[config.mk]
export PLATFORM = sky130hd
export DESIGN_NAME = can_id_router_heartbeat_watchdog
export DESIGN_NICKNAME = d
export VERILOG_FILES = /design/src/rtl/core/canhb_pkg.sv /design/src/rtl/core/canhb_classify.sv /design/src/rtl/core/can_id_router_heartbeat_watchdog.sv
export SDC_FILE = /design/constraint.sdc
export NUM_CORES = 1
export LEC_CHECK = 0
export BUFFER_PORTS_ARGS = -buffer_cell sky130_fd_sc_hd__buf_2
export CAP_MARGIN = 20
export CORE_MARGIN = 1.5
export CORE_UTILIZATION = 62
export CTS_BUF_LIST = sky130_fd_sc_hd__clkbuf_8
export CTS_CLUSTER_SIZE = 8
export DETAILED_ROUTE_END_ITERATION = 6
export GPL_TIMING_DRIVEN = 0
export PLACE_DENSITY = 0.83
export SETUP_SLACK_MARGIN = 0.4
export SYNTH_ARGS = -nofsm -noshare
export SYNTH_HDL_FRONTEND = slang
export SYNTH_SLANG_ARGS = --single-unit
export TNS_END_PERCENT = 100
[constraint.sdc]
create_clock -name clk_i -period 7.8 [get_ports clk_i]
set_input_delay 0.78 -clock clk_i [delete_from_list [all_inputs] [get_ports clk_i]]
set_output_delay 0.78 -clock clk_i [all_outputs]
set_load 0.03 [all_outputs]
[src/rtl/core/canhb_pkg.sv]
// Package for the CAN identifier router with heartbeat watchdog.
// Identifier bases, class codes, request codes and default sizes.
// No dependencies.
package canhb_pkg;

  // Default sizes
  localparam int unsigned DEVICE_COUNT_DEF   = 4;
  localparam int unsigned THRUSTER_COUNT_DEF = 6;
  localparam int unsigned ARM_COUNT_DEF      = 4;

  // At most this many lost words per check
  localparam int unsigned MAX_RESULTS = 4;
  localparam int unsigned CNT_W       = $clog2(MAX_RESULTS + 1);

  localparam int unsigned ID_W    = 29;
  localparam int unsigned TIME_W  = 32;
  localparam int unsigned CLASS_W = 4;
  localparam int unsigned UNIT_W  = 3;

  localparam logic [ID_W-1:0] ID_HEARTBEAT   = 29'h200;
  localparam logic [ID_W-1:0] ID_THR_CURRENT = 29'h300;
  localparam logic [ID_W-1:0] ID_THR_PWM     = 29'h310;
  localparam logic [ID_W-1:0] ID_IMU         = 29'h400;
  localparam logic [ID_W-1:0] ID_ARM         = 29'h500;
  localparam logic [ID_W-1:0] ID_DEPTH       = 29'h600;
  localparam logic [ID_W-1:0] ID_INDICATOR   = 29'h700;

  localparam logic [TIME_W-1:0] TIMEOUT_RESET = 32'd5000;

  localparam logic REQ_FRAME = 1'b0;
  localparam logic REQ_CHECK = 1'b1;

  typedef enum logic [CLASS_W-1:0] {
    CLS_HEARTBEAT   = 4'd0,
    CLS_THR_CURRENT = 4'd1,
    CLS_THR_PWM     = 4'd2,
    CLS_IMU         = 4'd3,
    CLS_ARM         = 4'd4,
    CLS_DEPTH       = 4'd5,
    CLS_INDICATOR   = 4'd6,
    CLS_UNKNOWN     = 4'd7,
    CLS_LOST        = 4'd8
  } msg_class_e;

  // Classifier verdict handed to the sequencer
  typedef struct packed {
    msg_class_e        cls;
    logic [UNIT_W-1:0] unit;
    logic              hb_hit;
  } class_res_t;

endpackage

[src/rtl/core/canhb_classify.sv]
// Identifier classifier: sorts a 29-bit CAN id into a message class and unit.
// Combinational. Depends on canhb_pkg.
module canhb_classify import canhb_pkg::*; #(
  parameter int unsigned DEVICE_COUNT   = DEVICE_COUNT_DEF,
  parameter int unsigned THRUSTER_COUNT = THRUSTER_COUNT_DEF,
  parameter int unsigned ARM_COUNT      = ARM_COUNT_DEF,
  parameter int unsigned IDX_W          = (DEVICE_COUNT > 1) ? $clog2(DEVICE_COUNT) : 1
) (
  input  logic [ID_W-1:0]  frame_id_i,
  output class_res_t       res_o,
  output logic [IDX_W-1:0] hb_dev_o
);

  logic [ID_W-1:0] d_hb, d_cur, d_pwm, d_arm;
  logic            in_hb, in_cur, in_pwm, in_arm;

  assign d_hb  = frame_id_i - ID_HEARTBEAT;
  assign d_cur = frame_id_i - ID_THR_CURRENT;
  assign d_pwm = frame_id_i - ID_THR_PWM;
  assign d_arm = frame_id_i - ID_ARM;

  assign in_hb  = (frame_id_i >= ID_HEARTBEAT)   && (d_hb  < ID_W'(DEVICE_COUNT));
  assign in_cur = (frame_id_i >= ID_THR_CURRENT) && (d_cur < ID_W'(THRUSTER_COUNT));
  assign in_pwm = (frame_id_i >= ID_THR_PWM)     && (d_pwm < ID_W'(THRUSTER_COUNT));
  assign in_arm = (frame_id_i >= ID_ARM)         && (d_arm < ID_W'(ARM_COUNT));

  assign hb_dev_o = d_hb[IDX_W-1:0];

  // first match wins, in the order listed
  always_comb begin
    res_o.hb_hit = 1'b0;
    res_o.unit   = '0;
    if (in_hb) begin
      res_o.cls    = CLS_HEARTBEAT;
      res_o.unit   = d_hb[UNIT_W-1:0];
      res_o.hb_hit = 1'b1;
    end else if (in_cur) begin
      res_o.cls  = CLS_THR_CURRENT;
      res_o.unit = d_cur[UNIT_W-1:0];
    end else if (in_pwm) begin
      res_o.cls  = CLS_THR_PWM;
      res_o.unit = d_pwm[UNIT_W-1:0];
    end else if (frame_id_i == ID_IMU) begin
      res_o.cls = CLS_IMU;
    end else if (in_arm) begin
      res_o.cls  = CLS_ARM;
      res_o.unit = d_arm[UNIT_W-1:0];
    end else if (frame_id_i == ID_DEPTH) begin
      res_o.cls = CLS_DEPTH;
    end else if (frame_id_i == ID_INDICATOR) begin
      res_o.cls = CLS_INDICATOR;
    end else begin
      res_o.cls = CLS_UNKNOWN;
    end
  end

endmodule

[src/rtl/core/can_id_router_heartbeat_watchdog.sv]
// CAN id router with heartbeat watchdog, top level.
// Frame word: result word in the next cycle; busy stays low, one word per idle cycle.
// Check word: busy through scan and closing state; one shared subtract/compare unit
// visits one device entry per cycle. A lost word waits for the next lost visit or the
// closing cycle, so the final one carries last.
// The receiver cannot stall. Reset (async, active low): devices inactive, timeout 5000.
module can_id_router_heartbeat_watchdog import canhb_pkg::*; #(
  parameter int unsigned DEVICE_COUNT   = DEVICE_COUNT_DEF,
  parameter int unsigned THRUSTER_COUNT = THRUSTER_COUNT_DEF,
  parameter int unsigned ARM_COUNT      = ARM_COUNT_DEF
) (
  input  logic                clk_i,
  input  logic                rst_ni,
  input  logic                start,
  output logic                busy,
  input  logic                req_type_i,
  input  logic [ID_W-1:0]     frame_id_i,
  input  logic [TIME_W-1:0]   now_ms_i,
  input  logic                cfg_we_i,
  input  logic [TIME_W-1:0]   cfg_wdata_i,
  output logic                res_strobe_o,
  output logic [CLASS_W-1:0]  msg_class_o,
  output logic [UNIT_W-1:0]   unit_index_o,
  output logic                last_o
);

  localparam int unsigned IDX_W = (DEVICE_COUNT > 1) ? $clog2(DEVICE_COUNT) : 1;

  typedef enum logic [2:0] {
    ST_IDLE = 3'b001,
    ST_SCAN = 3'b010,
    ST_DONE = 3'b100
  } state_e;

  state_e                   state_q, state_d;
  logic [TIME_W-1:0]        timeout_q;
  logic [TIME_W-1:0]        now_q, now_d;
  logic [TIME_W-1:0]        last_seen_q [DEVICE_COUNT];
  logic [TIME_W-1:0]        last_seen_d [DEVICE_COUNT];
  logic [DEVICE_COUNT-1:0]  alive_q, alive_d;
  logic [IDX_W-1:0]         idx_q, idx_d;
  logic [CNT_W-1:0]         cnt_q, cnt_d;
  logic                     pend_q, pend_d;
  logic [IDX_W-1:0]         pend_idx_q, pend_idx_d;
  logic                     strobe_q, strobe_d;
  logic [CLASS_W-1:0]       cls_q, cls_d;
  logic [UNIT_W-1:0]        unit_q, unit_d;
  logic                     last_q, last_d;

  class_res_t               cres;
  logic [IDX_W-1:0]         hb_dev;
  logic                     accept;
  logic [TIME_W-1:0]        elapsed;
  logic                     scan_lost;
  logic [31:0]              pend_wide;

  canhb_classify #(
    .DEVICE_COUNT  (DEVICE_COUNT),
    .THRUSTER_COUNT(THRUSTER_COUNT),
    .ARM_COUNT     (ARM_COUNT),
    .IDX_W         (IDX_W)
  ) u_classify (
    .frame_id_i(frame_id_i),
    .res_o     (cres),
    .hb_dev_o  (hb_dev)
  );

  assign busy   = (state_q != ST_IDLE);
  assign accept = start && !busy;

  // shared unit: wrapping subtract and compare for the entry under the pointer
  assign elapsed   = now_q - last_seen_q[idx_q];
  assign scan_lost = alive_q[idx_q] && (elapsed > timeout_q);
  assign pend_wide = 32'(pend_idx_q);

  always_comb begin
    state_d     = state_q;
    now_d       = now_q;
    last_seen_d = last_seen_q;
    alive_d     = alive_q;
    idx_d       = idx_q;
    cnt_d       = cnt_q;
    pend_d      = pend_q;
    pend_idx_d  = pend_idx_q;
    strobe_d    = 1'b0;
    cls_d       = cls_q;
    unit_d      = unit_q;
    last_d      = last_q;
    case (state_q)
      ST_IDLE: begin
        if (accept) begin
          if (req_type_i == REQ_FRAME) begin
            strobe_d = 1'b1;
            cls_d    = cres.cls;
            unit_d   = cres.unit;
            last_d   = 1'b1;
            if (cres.hb_hit) begin
              last_seen_d[hb_dev] = now_ms_i;
              alive_d[hb_dev]     = 1'b1;
            end
          end else begin
            now_d   = now_ms_i;
            idx_d   = '0;
            cnt_d   = '0;
            pend_d  = 1'b0;
            state_d = ST_SCAN;
          end
        end
      end
      ST_SCAN: begin
        // a lost device is held back until the next lost visit or the closing state so the final word gets last
        if (scan_lost) begin
          alive_d[idx_q] = 1'b0;
          if (pend_q) begin
            strobe_d = 1'b1;
            cls_d    = CLS_LOST;
            unit_d   = pend_wide[UNIT_W-1:0];
            last_d   = 1'b0;
          end
          pend_d     = 1'b1;
          pend_idx_d = idx_q;
          cnt_d      = cnt_q + 1'b1;
        end
        idx_d = idx_q + 1'b1;
        if ((idx_q == IDX_W'(DEVICE_COUNT - 1)) ||
            (scan_lost && (cnt_q == CNT_W'(MAX_RESULTS - 1)))) begin
          state_d = ST_DONE;
        end
      end
      ST_DONE: begin
        if (pend_q) begin
          strobe_d = 1'b1;
          cls_d    = CLS_LOST;
          unit_d   = pend_wide[UNIT_W-1:0];
          last_d   = 1'b1;
        end
        pend_d  = 1'b0;
        state_d = ST_IDLE;
      end
      default: begin
        state_d = ST_IDLE;
      end
    endcase
  end

  always_ff @(posedge clk_i or negedge rst_ni) begin
    if (!rst_ni) begin
      state_q   <= ST_IDLE;
      timeout_q <= TIMEOUT_RESET;
      alive_q   <= '0;
      idx_q     <= '0;
      cnt_q     <= '0;
      pend_q    <= 1'b0;
      strobe_q  <= 1'b0;
    end else begin
      state_q  <= state_d;
      alive_q  <= alive_d;
      idx_q    <= idx_d;
      cnt_q    <= cnt_d;
      pend_q   <= pend_d;
      strobe_q <= strobe_d;
      if (cfg_we_i) begin
        timeout_q <= cfg_wdata_i;
      end
    end
  end

  always_ff @(posedge clk_i) begin
    now_q       <= now_d;
    last_seen_q <= last_seen_d;
    pend_idx_q  <= pend_idx_d;
    cls_q       <= cls_d;
    unit_q      <= unit_d;
    last_q      <= last_d;
  end

  assign res_strobe_o = strobe_q;
  assign msg_class_o  = cls_q;
  assign unit_index_o = unit_q;
  assign last_o       = last_q;

  // a result word only follows a frame accept or a scan/flush cycle
  a_strobe_source: assert property (@(posedge clk_i) disable iff (!rst_ni)
    res_strobe_o |-> ($past(accept) || $past(state_q == ST_SCAN) ||
                      $past(state_q == ST_DONE)))
    else $error("result word without a cause");

  a_cnt_cap: assert property (@(posedge clk_i) disable iff (!rst_ni)
    cnt_q <= CNT_W'(MAX_RESULTS))
    else $error("lost count above cap");

  a_lost_clears: assert property (@(posedge clk_i) disable iff (!rst_ni)
    (state_q == ST_SCAN && scan_lost) |=> (pend_q && !alive_q[pend_idx_q]))
    else $error("lost device still alive");

  a_check_busy: assert property (@(posedge clk_i) disable iff (!rst_ni)
    (accept && req_type_i == REQ_CHECK) |=> busy)
    else $error("check word did not start a scan");

endmodule
[Word-level counts from Yosys, hierarchy flattened]
Index checks and enable logic that the tools add are counted.
Storage, ports and cells
  flip-flop bits (word level): 216
  latch bits: 0
  RAM bits: 0
  ROM bits: 0
  bits of input ports: 98
  memories: 0
Cells by class
  add/sub/neg operators: 7
  $mul: 0
  divide/modulo/power cells: 0
  $lt $le $gt $ge: 16
  equal/unequal tests: 17
  shift operators: 0
  muxes and demuxes: 63
  bitwise logic cells: 6
  reductions and logical operators: 24
Operators by type and width (count)
  128-bit bitwise mux: 1
  29-bit by 3-bit < comparator with 1-bit output, second input constant: 4
  32-bit 2-to-1 mux: 3
  29-bit by 11-bit equality test with 1-bit output, second input constant: 3
  29-bit by 10-bit greater-or-equal comparator with 1-bit output, second input constant: 3
  29-bit by 10-bit subtractor with 29-bit output, second input constant: 3
  32-bit binary-select mux with 2-bit select: 1
  32-bit demux with 2-bit select: 1
  4-bit 2-to-1 mux: 10
  3-bit 2-to-1 mux: 12
  32-bit greater-than comparator: 1
  32-bit subtractor: 1
  29-bit by 11-bit greater-or-equal comparator with 1-bit output, second input constant: 1
  29-bit by 11-bit subtractor with 29-bit output, second input constant: 1
  7-bit 2-to-1 mux: 3
  1-bit 2-to-1 mux: 17
  2-bit inequality test, second input constant: 8
  4-bit AND reduction: 4
  3-bit one-hot mux with 2 select lines: 2
  4-bit one-hot mux with 3 select lines: 1
  1-bit logical AND: 10
  1-bit one-hot mux with 3 select lines: 3
  3-bit one-hot mux with 3 select lines: 1
  3-bit AND reduction: 3
  28 further kinds: 36

[Logic depth before layout (Yosys ltp)]
Gate-level depths: netlist of run 1.
  depth after elaboration: 11
  gate-level depth with buffers: 24
  mapped depth without buffers: 21

[Modules after synthesis]
From an unflattened synthesis of run 1, not the netlist that was laid out.
Second synthesis, totals
  cells, all modules: 940
  area, all modules: 11581.1 µm²
By module, submodules not included
  can_id_router_heartbeat_watchdog: times used 1, cells an instance 758, area an instance 10299.9 µm²
  canhb_classify: times used 1, cells an instance 182, area an instance 1281.2 µm²

[Worst setup path before layout of run 1]
OpenSTA, ideal clock, no wires.
  path type: flip-flop to flip-flop
  start point: reg idx_q[0]
  end point: reg cls_q[0] (netlist: msg_class_o[0]), enable pin
  setup time: 0.381 ns
  arrival time: 6.237 ns
  data required time: 7.419 ns
  slack: 1.182 ns
  cell stages (with the launch flop): 21
  buffers on the path: 2
  cells stage by stage: dfrtp_1 -> clkbuf_1 -> buf_1 -> mux4_2 -> inv_1 -> ha_1 -> a21o_1 -> a211oi_1 -> a211oi_1 -> nor4b_1 -> o31ai_1 -> a311oi_1 -> mux2i_1 -> o2111ai_1 -> ha_1 -> nand4_1 -> nor4_1 -> o311ai_0 -> a31oi_1 -> a21boi_0 -> o21ai_0
On the way
  word-level cells in the longest chain between the ends: 9
  elaborated cells between the ends (all ways): 11
  those cells by class: 1 x add/sub; 1 x order compare; 1 x eq/ne; 5 x mux; 1 x bitwise; 2 x reduce/logical
RTL lines
  from (decl): line can_id_router_heartbeat_watchdog.sv:41  | logic [IDX_W-1:0] idx_q, idx_d;
  from (signal assigned): line can_id_router_heartbeat_watchdog.sv:158  | idx_q <= idx_d;
  2-bit inverter with 3-bit output (implied by the code): line can_id_router_heartbeat_watchdog.sv:72  | assign elapsed = now_q - last_seen_q[idx_q];
  32-bit binary-select mux with 2-bit select: line can_id_router_heartbeat_watchdog.sv:72
  32-bit 2-to-1 mux (implied by the code) (2 in a row): line can_id_router_heartbeat_watchdog.sv:72
  32-bit subtractor: line can_id_router_heartbeat_watchdog.sv:72
  32-bit greater-than comparator: line can_id_router_heartbeat_watchdog.sv:73  | assign scan_lost = alive_q[idx_q] && (elapsed > timeout_q);
  1-bit logical AND *: line can_id_router_heartbeat_watchdog.sv:73
  2-bit inequality test (no line) *
  4-bit AND reduction (no line) *
  to (signal assigned): line can_id_router_heartbeat_watchdog.sv:172  | cls_q <= cls_d;
  to (decl): line can_id_router_heartbeat_watchdog.sv:46  | logic [CLASS_W-1:0] cls_q, cls_d;
Every way passes the cells marked *; elsewhere a longest branch is shown, timed or not. The select of a mux whose other input is x is not followed.
A chain may end at the register's enable or synchronous reset.

[Worst setup path in the final report of run 1]
  start point: reg idx_q[0]
  end point: reg pend_idx_q[1], enable pin
On the way
  word-level cells in the longest chain between the ends: 8
  elaborated cells between the ends (all ways): 10
  those cells by class: 1 x add/sub; 1 x order compare; 5 x mux; 1 x bitwise; 2 x reduce/logical
RTL lines
  2-bit inverter with 3-bit output (implied by the code): line can_id_router_heartbeat_watchdog.sv:72
  32-bit binary-select mux with 2-bit select: line can_id_router_heartbeat_watchdog.sv:72
  32-bit 2-to-1 mux (implied by the code) (2 in a row): line can_id_router_heartbeat_watchdog.sv:72
  32-bit subtractor: line can_id_router_heartbeat_watchdog.sv:72
  32-bit greater-than comparator: line can_id_router_heartbeat_watchdog.sv:73
  1-bit logical AND *: line can_id_router_heartbeat_watchdog.sv:73
  2-bit AND reduction (no line) *
  to (signal assigned): line can_id_router_heartbeat_watchdog.sv:171  | pend_idx_q <= pend_idx_d;
  to (decl): line can_id_router_heartbeat_watchdog.sv:44  | logic [IDX_W-1:0] pend_idx_q, pend_idx_d;
Marked as above.

==> impl_metrics.tcl, run 1 <==
set metrics [dict create \
    outcome "completed" \
    port_buffers 102 \
    vdd_drop_max_uv 196.6 \
    p_comb_share_pct 28.4 \
    grt_max_degree 47 \
    arrival_ns 7.09 \
    cp_max_fo 10 \
    synth_top_cells_by_count "edfxtp_1 (170), inv_1 (88), ha_1 (75)" \
    start_util_pct 63.18 \
    max_slew_margin_pct 43.78 \
    grt.overflow.total 0 \
    fin_area_sq_um 13000 \
    synth.avg_cell_area_sq_um 12.39 \
    p_seq_share_pct 42.2 \
    cts_buffer_depth 3 \
    syn_area_sq_um 11310 \
    place_hpwl_microns 18740 \
    cts_made_buffers 36 \
    synth_top_cell_area_share_pct 45.13 \
    clockPowerShare_pct 29.3 \
    setup_ws_ns 0.8863 \
    wl_per_cell_microns 19.67 \
    core_sq_um 17900 \
    ant_nets 0 \
    layout.nets 1236 \
    ios 108 \
    yosys-top-cells-area "edfxtp_1 (45%), dfrtp_1 (8.8%), ha_1 (8.3%), mux4_2 (6.6%), inv_1 (2.9%)" \
    antenna_found_initial 0 \
    skew_ns 0.02955 \
    internal-power_mw 2.130 \
    worst_setup_path_end_kind "flip-flop" \
    htreeDepth 2 \
    topRoutingLayerUsed "met4" \
    first_global_vias 7986 \
    die-area_sq_um 19060 \
    dpl_cell_area_sq_um 12290 \
    yosys_register_bits 216 \
    drtPass1Iterations 5 \
    period_share_pct 88.64 \
    viasPerCell 6.084 \
    hp-class "in -> async" \
    area_growth_syn_to_layout_pct 14.94 \
    fin_util_pct 72.62 \
    p_sw_share_pct 30.55 \
    clock-sinks 216 \
    hold_viol_final 0 \
    fmaxAchievable_mhz 144.6 \
    die_y_microns 138.1 \
    ys_warn_count 0 \
    placed_cells 1250 \
    netlist_instances 913 \
    met3WireLength_microns 1628 \
    rsz0062_at_grt "false" \
    p_per_area_nw_per_um2 235.9 \
    path_class "reg -> reg" \
    timing.final.crit_period_ns 6.914 \
    drc 0 \
    wl_met1_microns 10660 \
    setup_viol 0 \
    drive_above_1_share_pct 21.18 \
    leakage_nw 5.205 \
    die_width_microns 138.1 \
    yosysMostFrequentCell "edfxtp_1" \
    cp-start-kind "flip-flop" \
    seq_area_sq_um 6264 \
    hold-worst-slack_ns 0.07924 \
    synthFlopType "edfxtp_1" \
    cts_root_buf "clkbuf_8" \
    gp_congestion 0.9363 \
    final_cells 1315 \
    drt_iter0_drc 594 \
    worstPathRequired_ns 7.98 \
    ys_seq_area_share_pct 55.38 \
    slew_viol_final 0 \
    yosysTopAreaCell "edfxtp_1" \
    cap_violations 0 \
    cts.clk_slew.worst_paths_ns 0.07 \
    grt_pass1_wl_microns 41240 \
    pre_cts_ws_ns -0.9080 \
    std_cell_rows 49 \
    multi_input_area_sq_um 4634 \
    synth.net_count 1087 \
    async_reset_ff_share_pct 21.30 \
    power.net_switching_mw 0.9370 \
    synth_edf_count 170 \
    antenna_cells 0 \
    synth_cell_types 73 \
    vias 8000 \
    hold_buffers 0 \
    grtUsageTotal_pct 27.59 \
    routed_wirelength_microns 25870 \
    tightest_slew_ns 0.8433 \
    cts_tree "done" \
    num-fill-cells 1201 \
    clock_latency_ns 0.54 \
    wl_met2_microns 12700 \
]
[state kept, by name, indices dropped and copies added (netlist names), 2 cells and up]
name,count
last_seen_q,128
now_q,32
timeout_q,32
alive_q,4
msg_class_o,4
cnt_q,3
state_q,3
unit_index_o,3
idx_q,2
pend_idx_q,2
[placed cells by master, fill, tap and decap left out, types with 6 or more instances in the layout]
cell type    n
a211oi_1     7
nand2b_1     9
o21bai_1     8
nand3_1     19
a21o_1      24
nor2_1      44
buf_2      108
xor2_1      12
edfxtp_1   170
nor4_1      12
o21ai_0     48
dfstp_2      6
nand4_1     16
nand2_1     65
nor4b_1      6
inv_1      105
mux4_2      33
clkbuf_1    14
o211ai_1     6
nor3_1      21
o31ai_1      9
clkbuf_8    40
ha_1        75
a21oi_1     46
dfrtp_1     40
o21a_1       7
buf_16       6
xnor2_1     27
[critical path: stages, from the launching register on]
cell and delay [ns]:
dfrtp_1 0.40, buf_2 0.36, clkbuf_4 0.36, mux4_2 0.54, ha_1 0.21, inv_1 0.07
fa_1 0.22, a211oi_1 0.09, o21ai_0 0.40, o221ai_1 0.26, o311ai_1 0.48, a31oi_1 0.30
o22ai_1 0.33, a211oi_1 0.15, xnor2_1 0.16, ha_1 0.32, nand4_1 0.23, nor4_2 0.45
o311ai_0 0.24, a31oi_2 0.41, and2_1 0.19, clkbuf_1 0.38
[final timing paths]
| kind | startpoint | end | slack [ns] | depth (start not counted) |
|---|---|---|---|---|
| setup / recovery | idx_q[0] | pend_idx_q[1] | 0.89 | 21 |
| hold / removal | rst_ni | cnt_q[2] | 0.08 | 1 |
| setup reg to reg | idx_q[0] | pend_idx_q[1] | 0.89 | 21 |
| hold reg to reg | cnt_q[0] | cnt_q[0] | 0.51 | 1 |
| max in group asynchronous | rst_ni | timeout_q[7] | 7.18 | 2 |
| min in group clk_i | cfg_wdata_i[10] | timeout_q[10] | 0.44 | 3 |
[layer usage]
layer | vias up | GRT usage, %
met5 | - | 0
met4 | 0 | 11.41
met3 | 69 | 5.611
met2 | 302 | 46.22
met1 | 3895 | 35.46
li1 | 3734 | -
[logic make-up (layout without fill, tap and decap cells)]
kind of cell,after synthesis,in the layout,synth area share [%]
AND/OR/NAND/NOR,237,237,11.10
flip-flops,216,216,55.38
AO/OA/AOI/OAI,191,191,10.94
buffers and inverters,115,288,3.982
adder cells (fa/ha/maj),76,76,8.473
XOR/XNOR,39,39,3.020
multiplexers,39,39,7.113
[cell type report]
| class | instances | share of cell area (%) |
|---|---|---|
| Tap cell | 229 | 2.204 |
| Inverter | 88 | 2.541 |
| Sequential cell | 216 | 48.18 |
| Clock buffer | 40 | 4.234 |
| Timing Repair Buffer | 111 | 5.466 |
| Clock inverter | 22 | 0.6929 |
| Buffer | 27 | 1.039 |
| Multi-Input combinational cell | 582 | 35.65 |
[through the flow]
stage               total power, mW  setup TNS [ns]
floorplan                     1.937               0
global placement              2.126          -5.213
detailed placement            2.162          -10.08
CTS                           3.072               0
global route                  3.229               0
finish                        3.067               0
[power groups by stage]
stage	registers, mW	clock network, mW	logic [mW]
2_1_floorplan	1.32	0	0.619
3_3_place_gp	1.32	0	0.811
3_5_place_dp	1.32	0	0.845
4_1_cts	1.29	0.916	0.861
5_1_grt	1.30	0.961	0.971
6_report	1.29	0.900	0.872
[timing repair]
| item | CTS | global route |
|---|---|---|
| gates cloned | 0 | 0 |
| setup buffers | 0 | 2 |
| gates resized for setup | 11 | 13 |
| setup endpoints to repair | 21 | 17 |
| pin swaps | 0 | 2 |
(Power assumes the default switching activity.)
==> inputs of run 2 (changes only) <==
--- a/config.mk
+++ b/config.mk
@@ -8,13 +8,13 @@
 export BUFFER_PORTS_ARGS = -buffer_cell sky130_fd_sc_hd__buf_2
 export CAP_MARGIN = 20
 export CORE_MARGIN = 1.5
-export CORE_UTILIZATION = 62
+export CORE_UTILIZATION = 55
 export CTS_BUF_LIST = sky130_fd_sc_hd__clkbuf_8
 export CTS_CLUSTER_SIZE = 8
 export DETAILED_ROUTE_END_ITERATION = 6
 export GPL_TIMING_DRIVEN = 0
-export PLACE_DENSITY = 0.83
-export SETUP_SLACK_MARGIN = 0.4
+export PLACE_DENSITY = 0.75
+export SETUP_SLACK_MARGIN = 0.2
 export SYNTH_ARGS = -nofsm -noshare
 export SYNTH_HDL_FRONTEND = slang
 export SYNTH_SLANG_ARGS = --single-unit
==> impl_metrics.tcl, run 2 (same netlist as run 1, synthesis figures left out) <==
set metrics [dict create \
    cts_tree "done" \
    std_cell_rows 52 \
    largest_register_ffs 128 \
    final_common_cell "edfxtp_1" \
    hp-class "in -> async" \
    die_y_microns 146.4 \
    max_slew_margin_pct 38.19 \
    htreeDepth 2 \
    crit_path_end "pend_idx_q[1]" \
    start_util_pct 55.90 \
    clock_latency_ns 0.52 \
    worst_setup_path_end_kind "flip-flop" \
    ant_nets 0 \
    reg2reg_from "idx_q[1]" \
    period_share_pct 91.81 \
    tightest_slew_ns 0.9258 \
    cap_violations 0 \
    ios 108 \
    drc 0 \
    post-cts-setup-buffers 0 \
    core_sq_um 20230 \
    r2r_cells 20 \
    arrival_ns 7.31 \
    leakage_nw 5.206 \
    fmaxAchievable_mhz 139.6 \
    reg_top3 "last_seen_q x128, now_q x32, timeout_q x32" \
    first_global_vias 7967 \
    die-area_sq_um 21430 \
    area_growth_syn_to_layout_pct 15.54 \
    vias 7843 \
    path_class "reg -> reg" \
    timing.final.crit_period_ns 7.161 \
    hold-worst-slack_ns 0.1180 \
    skew_ns 0.01391 \
    grt_max_degree 47 \
    wl_per_cell_microns 18.59 \
    setup_tns_ns 0 \
    clock-sinks 216 \
    drtPass1Iterations 5 \
    rsz0062_at_grt "false" \
    final_cell_mix "edfxtp_1 (170), buf_2 (108), inv_1 (105), ha_1 (75), nand2_1 (65)" \
    num-fill-cells 1525 \
    grt-busiest-layer "met2" \
    cts_root_buf "clkbuf_8" \
    cts_made_buffers 37 \
    cts-resized-gates 9 \
    place_hpwl_microns 18220 \
    layout.nets 1235 \
    r2r-end "pend_idx_q[1]" \
    viasPerCell 5.767 \
    hold_buffers 0 \
    setup_viol 0 \
    hold_viol_final 0 \
    outcome "completed" \
    vdd_drop_max_uv 183.6 \
    drt_iter0_drc 532 \
    crit_start "idx_q[1]" \
    routed_wirelength_microns 25280 \
    cp_max_fo 10 \
    drive_above_1_share_pct 21.03 \
    p_per_area_nw_per_um2 236.4 \
    grt_use_met1_pct 32.57 \
    grt.overflow.total 0 \
    grt_pass1_wl_microns 40610 \
    use_met2_pct 39.76 \
    worstPathRequired_ns 7.95 \
    die_width_microns 146.4 \
    rrSetupSlack_ns 0.64 \
    cts_buffer_depth 3 \
    port_buffers 102 \
    antenna_found_initial 1 \
    globalRouteMet3Util_pct 4.438 \
    slew_viol_final 0 \
    largest_register "last_seen_q" \
    grtUsageTotal_pct 24.38 \
    gp_congestion 0.9338 \
    cp-start-kind "flip-flop" \
    cts.clk_slew.worst_paths_ns 0.06 \
]
==> run 2: cell count changes in the layout (fill, tap and decap cells not counted), sizes merged <==
cell / before / now
clkinv: 3 / 7
buf: 119 / 117
bufinv: 0 / 1
diode: 0 / 1
==> run 2: metrics by stage <==
stage                     setup slack [ns]  std cells  total power [mW]  util [%]  instance area [sq um]
after global routing                0.2847       1360             3.265     64.59                  13070
final                               0.6390       1360             3.090     64.59                  13070
after global placement             -0.7534       1285             2.132     60.09                  12160
after detailed placement           -0.9301       1291             2.156     60.92                  12330
after CTS                           0.3980       1358             3.106     64.46                  13040
after floorplan                      1.182        913             1.937         -                  11310
==> run 2: final cells by class <==
class                           count  area (sq um)  area share (%)
Multi-Input combinational cell    582          4634           35.46
Antenna cell                        1         2.502         0.01915
Inverter                           88         330.3           2.528
Clock buffer                       40         550.5           4.213
Clock inverter                     27         140.1           1.072
Tap cell                          270         337.8           2.585
Buffer                             27         126.4          0.9670
Sequential cell                   216          6264           47.93
Timing Repair Buffer              109         683.2           5.227
==> run 2: per-layer routing <==
layer | wire [microns] | up-vias
li1 | - | 3730
met1 | 11080 | 3794
met2 | 11970 | 257
met3 | 1408 | 62
met4 | 815 | 0
met5 | 0 | -
==> run 2: report_power, final <==
group,switching (mW),internal (mW)
Combinational,0.480,0.375
Clock,0.434,0.507
Sequential,0.0130,1.28
Total,0.926,2.16
==> run 2: critical path, stage by stage (launching register included) <==
cell	delay, ns
dfrtp_1	0.40
clkbuf_1	0.49
clkbuf_1	0.56
mux4_2	0.40
inv_1	0.09
ha_1	0.26
a21o_1	0.20
a211oi_1	0.32
a211oi_1	0.16
nor4b_1	0.48
o31ai_1	0.24
a311oi_2	0.54
mux2i_1	0.26
o2111ai_1	0.15
ha_1	0.34
nand4_1	0.20
nor4_2	0.45
o311ai_0	0.24
a31oi_2	0.39
and2_1	0.19
clkbuf_1	0.42
==> run 2: worst min path at each step <==
stage / from / endpoint / depth (start not counted) / slack [ns]
4_1_cts: cfg_wdata_i[18] / timeout_q[18] / 3 / 0.45
3_3_place_gp: cnt_q[0] / cnt_q[0] / 1 / 0.47
5_1_grt: rst_ni / cnt_q[2] / 1 / 0.11
3_5_place_dp: cnt_q[0] / cnt_q[0] / 1 / 0.50
6_report: rst_ni / res_strobe_o / 1 / 0.12
2_1_floorplan: cnt_q[0] / cnt_q[0] / 1 / 0.45
==> inputs of run 3 (changes only) <==
--- a/config.mk
+++ b/config.mk
@@ -7,6 +7,7 @@
 export LEC_CHECK = 0
 export BUFFER_PORTS_ARGS = -buffer_cell sky130_fd_sc_hd__buf_2
 export CAP_MARGIN = 20
+export CORE_ASPECT_RATIO = 0.5
 export CORE_MARGIN = 1.5
 export CORE_UTILIZATION = 55
 export CTS_BUF_LIST = sky130_fd_sc_hd__clkbuf_8
==> constraint.sdc (replaced) <==
create_clock -name clk_i -period 7.8 [get_ports clk_i]
set_input_delay 0.78 -clock clk_i [delete_from_list [all_inputs] [get_ports clk_i]]
set_output_delay 0.78 -clock clk_i [all_outputs]
set_load 0.1 [all_outputs]
==> impl_metrics.tcl, run 3 (same netlist as run 1, synthesis figures left out) <==
set metrics [dict create \
    vdd_drop_max_uv 135.2 \
    p_per_area_nw_per_um2 235.6 \
    clock_latency_ns 0.51 \
    htreeDepth 2 \
    drt_iter0_drc 567 \
    final_common_cell "edfxtp_1" \
    gp_congestion 0.9414 \
    grtUsageTotal_pct 24.65 \
    cts.clk_slew.worst_paths_ns 0.07 \
    core_sq_um 19820 \
    cts_root_buf "clkbuf_8" \
    antenna_found_initial 2 \
    arrival_ns 7.14 \
    layout.nets 1232 \
    die_y_microns 104.4 \
    max_slew_margin_pct 41.51 \
    worstPathRequired_ns 7.97 \
    rsz0062_at_grt "false" \
    reg2reg_from "idx_q[0]" \
    cts_made_buffers 34 \
    period_share_pct 89.42 \
    drtPass1Iterations 6 \
    skew_ns 0.02898 \
    cts_buffer_depth 3 \
    place_hpwl_microns 18900 \
    tightest_slew_ns 0.8774 \
    slew_viol_final 0 \
    first_global_vias 7989 \
    setup_tns_ns 0 \
    post-cts-setup-buffers 0 \
    cp_max_fo 10 \
    hold_viol_final 0 \
    routed_wirelength_microns 25890 \
    cts_tree "done" \
    rrSetupSlack_ns 0.83 \
    timing.final.crit_period_ns 6.975 \
    r2r-end "msg_class_o[2]" \
    drive_above_1_share_pct 20.76 \
    leakage_nw 5.175 \
    worst_setup_path_end_kind "flip-flop" \
    grt_pass1_wl_microns 41150 \
    largest_register "last_seen_q" \
    reg_top3 "last_seen_q x128, now_q x32, timeout_q x32" \
    fmaxAchievable_mhz 143.4 \
    r2r_cells 20 \
    grt_max_degree 47 \
    clock-sinks 216 \
    path_class "reg -> reg" \
    hp-class "in -> async" \
    std_cell_rows 36 \
    outcome "completed" \
    ios 108 \
    wl_per_cell_microns 19.15 \
    area_growth_syn_to_layout_pct 14.71 \
    cap_violations 0 \
    drc 0 \
    grt.overflow.total 0 \
    cp-start-kind "flip-flop" \
    ant_nets 0 \
    multi_input_area_sq_um 4634 \
    fin_util_pct 65.47 \
    hold_buffers 0 \
    seq_area_sq_um 6264 \
    largest_register_ffs 128 \
    setup_viol 0 \
    die-area_sq_um 21490 \
    final_cell_mix "edfxtp_1 (170), inv_1 (109), buf_2 (105), ha_1 (75), nand2_1 (65)" \
    start_util_pct 57.07 \
    viasPerCell 5.808 \
    vias 7853 \
    die_width_microns 205.8 \
    num-fill-cells 1531 \
    port_buffers 102 \
]
## run 3: power by group
group / internal [mW] / switching [mW] / total [mW]
sequential: 1.28 / 0.0127 / 1.29
clock: 0.453 / 0.436 / 0.889
combinational: 0.375 / 0.500 / 0.875
## run 3: through the flow
step | power (mW) | hold slack (ns) | instance area [sq um] | std cells | setup slack (ns)
after global placement | 2.147 | 0.4738 | 12150 | 1281 | -0.6970
after detailed placement | 2.177 | 0.5027 | 12290 | 1287 | -0.8852
after floorplan | 1.953 | 0.4550 | 11310 | 913 | 1.182
after CTS | 3.068 | 0.4789 | 12940 | 1349 | 0.3269
final | 3.057 | 0.2576 | 12970 | 1352 | 0.8251
after global routing | 3.228 | 0.2882 | 12970 | 1350 | 0.2799
## run 3: area by class of cell
type | count | share of cell area, %
well taps | 266 | 2.565
diodes | 2 | 0.03857
inverters | 88 | 2.546
multi-input cells | 582 | 35.72
plain buffers | 27 | 1.013
clock inverters | 27 | 1.080
repair buffers | 109 | 5.053
clock buffers | 35 | 3.713
flip-flops and latches | 216 | 48.27
## run 3: worst max-delay path by stage
stage / from / to / slack [ns] / cells past startpoint
CTS: idx_q[0] / unit_index_o[0] / 0.33 / 20
global placement: idx_q[0] / msg_class_o[0] / -0.70 / 20
floorplan: idx_q[0] / msg_class_o[0] / 1.18 / 20
finish: idx_q[0] / msg_class_o[2] / 0.83 / 20
global route: idx_q[0] / msg_class_o[2] / 0.28 / 21
detailed placement: idx_q[0] / unit_index_o[0] / -0.89 / 21
## run 3: metal layers
metal  GRT usage [%]  wire [microns]  up-vias
li1                -               -     3735
met1           33.36           11700     3861
met2           41.61           12530      213
met3           3.947            1131       44
met4           6.522             529        0
met5               0               0        -
## run 3: what timing repair did
action,CTS,global route
gates resized for setup,9,11
gates cloned,0,0
setup endpoints to repair,21,16
## run 3: worst max-delay path, stage by stage (launching register included)
cell and delay (ns):
dfrtp_1 0.39, clkbuf_2 0.37, clkbuf_4 0.37, mux4_2 0.52
inv_1 0.09, ha_1 0.26, a21o_1 0.20, a211oi_1 0.28
a211oi_1 0.17, nor4b_1 0.55, o31ai_1 0.30, a311oi_2 0.48
mux2i_1 0.25, o2111ai_1 0.17, ha_1 0.35, nand4_1 0.17
nor4_2 0.41, o311ai_0 0.24, a31oi_2 0.42, a21boi_0 0.24
o21ai_2 0.38
